===== src/rtl/core/glre_pkg.sv =====
// ----------------------------------------------------------------------------
// glre_pkg
// Shared types and constants of the Gaussian luma Roberts edge unit:
// register indexes, arithmetic constants, controller states and the
// command and status groups between controller and datapath.
// ----------------------------------------------------------------------------
package glre_pkg;

   // Field and register widths
   localparam int CFG_W_BITS = 11;
   localparam int CFG_H_BITS = 12;
   localparam int CSR_DATA_BITS = 12;
   localparam int CH_BITS = 8;
   localparam int ACC_BITS = 16;
   localparam int OCOL_BITS = 10;
   localparam int OROW_BITS = 12;

   // Register indexes
   localparam logic REG_FRAME_WIDTH = 1'b0;
   localparam logic REG_FRAME_HEIGHT = 1'b1;

   // Reset geometry and lower clamp
   localparam logic [CFG_W_BITS-1:0] RESET_WIDTH = 11'd640;
   localparam logic [CFG_H_BITS-1:0] RESET_HEIGHT = 12'd480;
   localparam int MIN_DIM = 8;

   // Divide by 159 as multiply by reciprocal, exact for sums up to 255*159
   localparam logic [15:0] DIV159_MUL = 16'd52759;
   localparam int DIV159_SHIFT = 23;

   // Q0.16 luma weights
   localparam logic [15:0] LUMA_KR = 16'd19595;
   localparam logic [15:0] LUMA_KG = 16'd38470;
   localparam logic [15:0] LUMA_KB = 16'd7471;

   // 5x5 Gaussian kernel, sum 159
   localparam logic [3:0] GAUSS_K [0:4][0:4] = '{
      '{4'd2, 4'd4,  4'd5,  4'd4,  4'd2},
      '{4'd4, 4'd9,  4'd12, 4'd9,  4'd4},
      '{4'd5, 4'd12, 4'd15, 4'd12, 4'd5},
      '{4'd4, 4'd9,  4'd12, 4'd9,  4'd4},
      '{4'd2, 4'd4,  4'd5,  4'd4,  4'd2}
   };

   typedef struct packed {
      logic [CH_BITS-1:0] red;
      logic [CH_BITS-1:0] green;
      logic [CH_BITS-1:0] blue;
   } rgb_type;

   typedef enum logic [3:0] {
      ST_IDLE,
      ST_RGB,
      ST_BLUR,
      ST_DIV,
      ST_LMUL,
      ST_LWR,
      ST_RDB,
      ST_RDC,
      ST_CAPC,
      ST_SQ,
      ST_ROOT,
      ST_EMIT
   } state_type;

   typedef struct packed {
      logic       accept;
      logic       rgb;
      logic       blur;
      logic       div;
      logic       lmul;
      logic       lwr;
      logic       rdb;
      logic       rdc;
      logic       capc;
      logic       sq;
      logic       root;
      logic       emit;
      logic       commit;
      logic [2:0] step;
   } cmd_type;

   typedef struct packed {
      logic ignore_now;
      logic drain_now;
      logic luma_en;
      logic edge_en;
      logic out_free;
   } status_type;

endpackage


===== src/rtl/core/glre_ctrl.sv =====
// ----------------------------------------------------------------------------
// glre_ctrl
// Sequencer of the edge unit: steps one word through line store access,
// blur accumulation, luma, neighbor reads, square root and emission.
// ----------------------------------------------------------------------------
module glre_ctrl (
   input  logic                  clock,
   input  logic                  reset,
   input  logic                  req_tvalid,
   output logic                  req_tready,
   input  glre_pkg::status_type  status,
   output glre_pkg::cmd_type     cmd
);
   import glre_pkg::*;

   state_type  state_ff, state_in;
   logic [2:0] step_ff, step_in;

   // State and step registers
   always_ff @(posedge clock) begin
      if (reset) begin
         state_ff <= ST_IDLE;
         step_ff <= 3'd0;
      end else begin
         state_ff <= state_in;
         step_ff <= step_in;
      end
   end

   // Next state
   always_comb begin
      state_in = state_ff;
      step_in = 3'd0;
      case (state_ff)
         ST_IDLE: begin
            if (req_tvalid && !status.ignore_now) begin
               state_in = status.drain_now ? ST_LWR : ST_RGB;
            end
         end
         ST_RGB: begin
            if (step_ff == 3'd4) begin
               state_in = status.luma_en ? ST_BLUR : ST_IDLE;
            end else begin
               step_in = step_ff + 3'd1;
            end
         end
         ST_BLUR: begin
            if (step_ff == 3'd4) begin
               state_in = ST_DIV;
            end else begin
               step_in = step_ff + 3'd1;
            end
         end
         ST_DIV:  state_in = ST_LMUL;
         ST_LMUL: state_in = ST_LWR;
         ST_LWR:  state_in = status.edge_en ? ST_RDB : ST_IDLE;
         ST_RDB:  state_in = ST_RDC;
         ST_RDC:  state_in = ST_CAPC;
         ST_CAPC: state_in = ST_SQ;
         ST_SQ:   state_in = ST_ROOT;
         ST_ROOT: begin
            if (step_ff == 3'd7) begin
               state_in = ST_EMIT;
            end else begin
               step_in = step_ff + 3'd1;
            end
         end
         ST_EMIT: begin
            if (status.out_free) begin
               state_in = ST_IDLE;
            end
         end
         default: state_in = ST_IDLE;
      endcase
   end

   // Commands
   always_comb begin
      cmd = '0;
      cmd.step = step_ff;
      req_tready = 1'b0;
      case (state_ff)
         ST_IDLE: begin
            req_tready = 1'b1;
            cmd.accept = req_tvalid;
         end
         ST_RGB: begin
            cmd.rgb = 1'b1;
            cmd.commit = (step_ff == 3'd4) && !status.luma_en;
         end
         ST_BLUR: cmd.blur = 1'b1;
         ST_DIV:  cmd.div = 1'b1;
         ST_LMUL: cmd.lmul = 1'b1;
         ST_LWR: begin
            cmd.lwr = 1'b1;
            cmd.commit = !status.edge_en;
         end
         ST_RDB:  cmd.rdb = 1'b1;
         ST_RDC:  cmd.rdc = 1'b1;
         ST_CAPC: cmd.capc = 1'b1;
         ST_SQ:   cmd.sq = 1'b1;
         ST_ROOT: cmd.root = 1'b1;
         ST_EMIT: begin
            cmd.emit = status.out_free;
            cmd.commit = status.out_free;
         end
         default: cmd = '0;
      endcase
   end

endmodule


===== config.mk =====
export PLATFORM = sky130hd
export DESIGN_NAME = glre_ctrl
export DESIGN_NICKNAME = d
export VERILOG_FILES = /design/src/rtl/core/glre_pkg.sv /design/src/rtl/core/glre_ctrl.sv
export SDC_FILE = /design/constraint.sdc
export NUM_CORES = 1
export LEC_CHECK = 0
export BUFFER_PORTS_ARGS = -buffer_cell sky130_fd_sc_hd__buf_2
export CELL_PAD_IN_SITES_DETAIL_PLACEMENT = 0
export CELL_PAD_IN_SITES_GLOBAL_PLACEMENT = 2
export CORE_UTILIZATION = 26
export DETAILED_ROUTE_END_ITERATION = 10
export PLACE_DENSITY = 0.81
export SYNTH_ARGS = -nofsm -noshare
export SYNTH_HDL_FRONTEND = slang
export SYNTH_SLANG_ARGS = --single-unit

===== constraint.sdc =====
create_clock -name clock -period 3.8 [get_ports clock]
set_input_delay 0.76 -clock clock [delete_from_list [all_inputs] [get_ports clock]]
set_output_delay 0.76 -clock clock [all_outputs]
set_load 0.03 [all_outputs]

==> results.sh <==
export IMPL_start_util=0.280
export IMPL_yosysTopAreaCell="dfxtp_1"
export IMPL_r2r_slack_ns=2.07
export IMPL_dp_cells=127
export IMPL_criticalPathCategory="reg2out"
export IMPL_syn_inst=82
export IMPL_ys_seq_elements=7
export IMPL_dieArea_um2=2600
export IMPL_yosysSeqAreaShare=0.224
export IMPL_postCtsSetupBuffers=0
export IMPL_post_cts_resized=0
export IMPL_post_dp_cell_area_um2=743
export IMPL_die_h_um=51.0
export IMPL_grt_max_degree=21
export IMPL_core_um2=2230
export IMPL_cp_num_buf_inv=1
export IMPL_crit_arrival_ns=1.83
export IMPL_tightest_slew_ns=0.607
export IMPL_synthArstFlopShare=0
export IMPL_yosys_warnings=0
export IMPL_synth_top_family_by_area="simple AND/OR/NAND/NOR gates"
export IMPL_cts_root_buf="clkbuf_4"
export IMPL_fin_crit_sh=0.682
export IMPL_endpoint_kind="output pin"
export IMPL_vias_per_cell=4.76
export IMPL_relSlewSlack=0.595
export IMPL_powerDensity_nw_per_um2=589
export IMPL_routabilityCongestion=0.743
export IMPL_cts_hold_buf=0
export IMPL_fp_row_count=17
export IMPL_swShare=0.489
export IMPL_synthMuxAreaShare=0
export IMPL_final_layout_size_suffix_gt1_frac=0.311
export IMPL_clock_path_buffers=2
export IMPL_status="finished, final reports clean"
export IMPL_fillers=250
export IMPL_worstSkewPairLatency_ns=0.25
export IMPL_synthAdderAreaFrac=0.0601
export IMPL_area_delta_synth_final_pct=23.2
export IMPL_hold_path_class="reg2reg"
export IMPL_ys_flop_type="dfxtp_1"
export IMPL_worstPathCellList="or2b_2 -> nor3_1 -> a211o_1 -> buf_2"
export IMPL_crit_family="flip-flops"
export IMPL_drc=0
export IMPL_vias=624
export IMPL_ys_types=35
export IMPL_htree_levels=1
export IMPL_antenna_cells=0
export IMPL_setup_viol=0
export IMPL_crit_path_top_delay_cell="dfxtp_1"
export IMPL_startpoint_type="register"
export IMPL_most_common_layout_cells="24 x buf_2, 7 x nor2_1, 7 x inv_1, 7 x dfxtp_1, 6 x a21oi_1"
export IMPL_layout_commonest_cell="buf_2"
export IMPL_slowest_delay_ns=0.63
export IMPL_drt_iter0_markers=7
export IMPL_internal_power_mw=0.231
export IMPL_timing_fmax_mhz=386
export IMPL_hold_violations=0
export IMPL_synth_compound_area_frac=0.251
export IMPL_period_minus_slack_ns=2.59
export IMPL_grt_overflow=0
export IMPL_pwr_share_comb=0.561
export IMPL_power_frac_clock=0.148
export IMPL_clkSinkCount=7
export IMPL_finalInstanceArea_um2=769
export IMPL_p_leak_nw=0.358
export IMPL_cts_tree="built"
export IMPL_ir_drop_mv=0.201
export IMPL_wl_mm=1.50
export IMPL_fin_skew_ns=0.00591
export IMPL_avgRoutedWirePerCell_um=11.5
export IMPL_avgSynthCellArea_um2=7.61
export IMPL_clkTransAtPathRegs_ns=0.05
export IMPL_synth_top_area_frac=0.224
export IMPL_port_buffers=24
export IMPL_syn_num_nets=93
export IMPL_synthSimpleGateAreaFrac=0.351
export IMPL_drtAntennaViolNets=0
export IMPL_synth_xor_area_frac=0.0140
export IMPL_slew_viol_final=0
export IMPL_synth_area_top_cells="dfxtp_1 22%, ha_1 6.0%, nor3b_1 6.0%"
export IMPL_die_w_um=51.0
export IMPL_synth_edf_count=0
export IMPL_numCtsBuffers=3
export IMPL_antenna_found_initial=0
export IMPL_maxCapViolations=0
export IMPL_cp_required_ns=3.04
export IMPL_final_cells=131
export IMPL_grt_pass1_wl_mm=2.39
export IMPL_place_hpwl_mm=1.13
export IMPL_switching_power_mw=0.222
export IMPL_grt_setup_unrepaired="no"
export IMPL_num_nets_final=115
export IMPL_grt_usage=0.125
export IMPL_syn_area_um2=624
export IMPL_final_setup_tns_ns=0
export IMPL_io_pins=25
export IMPL_p_seq_frac=0.291
export IMPL_crit_fanout=17
export IMPL_grt_pass1_vias=524
export IMPL_first_pass_iters=3
Yosys cell counts, types with 2 or more instances:
| cell | n |
|---|---|
| a21oi_1 | 6 |
| o21ai_0 | 2 |
| inv_1 | 7 |
| nor3b_1 | 5 |
| nand2_1 | 5 |
| o21ai_1 | 2 |
| nor2_1 | 7 |
| dfxtp_1 | 7 |
| nand2b_1 | 3 |
| nor2b_1 | 3 |
| clkbuf_1 | 3 |
| buf_2 | 2 |
| nor4_1 | 2 |
| nor3_1 | 5 |
| ha_1 | 3 |
final timing paths:
| path | end | depth (start not counted) | from |
|---|---|---|---|
| setup / recovery | cmd[3] | 4 | state_ff[0] |
| hold / removal | step_ff[0] | 1 | step_ff[0] |
| setup reg to reg | state_ff[2] | 4 | state_ff[0] |
| hold reg to reg | step_ff[0] | 1 | step_ff[0] |
worst reg2reg max path, cell delays in order (launching register included):
cell and delay [ns]:
dfxtp_1 0.63, or2b_2 0.41, o32ai_4 0.31, or2_2 0.18, nor4_1 0.05
layout make-up:
class	count	area (um2)	area share
multi-input combinational	61	422	0.548
sequential	7	140	0.182
tap	28	35.0	0.0455
timing repair buffer	24	120	0.156
inverter	7	26.3	0.0341
clock buffer	4	26.3	0.0341
registers in the layout, summed over array words and instances (netlist names):
register / cells
state_ff: 4
step_ff: 3
layer usage:
layer	up-vias	part of all wire	global-route usage	wire length, um
met2	14	0.43	0.171	651
li1	333	-	-	-
met4	0	0.013	0.0972	20
met1	275	0.51	0.169	769
met3	2	0.041	0.0208	61
met5	-	0	0	0
power by group through the flow:
stage               logic [mW]  clock network (mW)  registers (mW)
floorplan                0.246                   0          0.0944
global placement         0.256                   0           0.131
detailed placement       0.253                   0           0.132
CTS                      0.254              0.0710           0.131
global route             0.282              0.0750           0.137
finish                   0.254              0.0672           0.132
kinds of logic (layout without fill, tap and decap cells):
| family | count (synthesis) | in the layout |
|---|---|---|
| buf+inv | 14 | 35 |
| compound gates | 20 | 20 |
| xor+xnor | 1 | 1 |
| flops | 7 | 7 |
| fa+ha+maj | 3 | 3 |
| simple gates | 37 | 37 |
metrics by stage:
step | utilization | hold slack, ns | setup WS (ns) | total power, mW
6_report | 0.345 | 0.457 | 1.21 | 0.453
5_1_grt | 0.345 | 0.490 | 1.08 | 0.494
4_1_cts | 0.345 | 0.460 | 1.20 | 0.456
3_5_place_dp | 0.333 | 0.449 | 1.49 | 0.385
3_3_place_gp | 0.333 | 0.446 | 1.54 | 0.386
2_1_floorplan | - | 0.427 | 1.16 | 0.340
No activity file was read; power rests on OpenSTA's default activity.
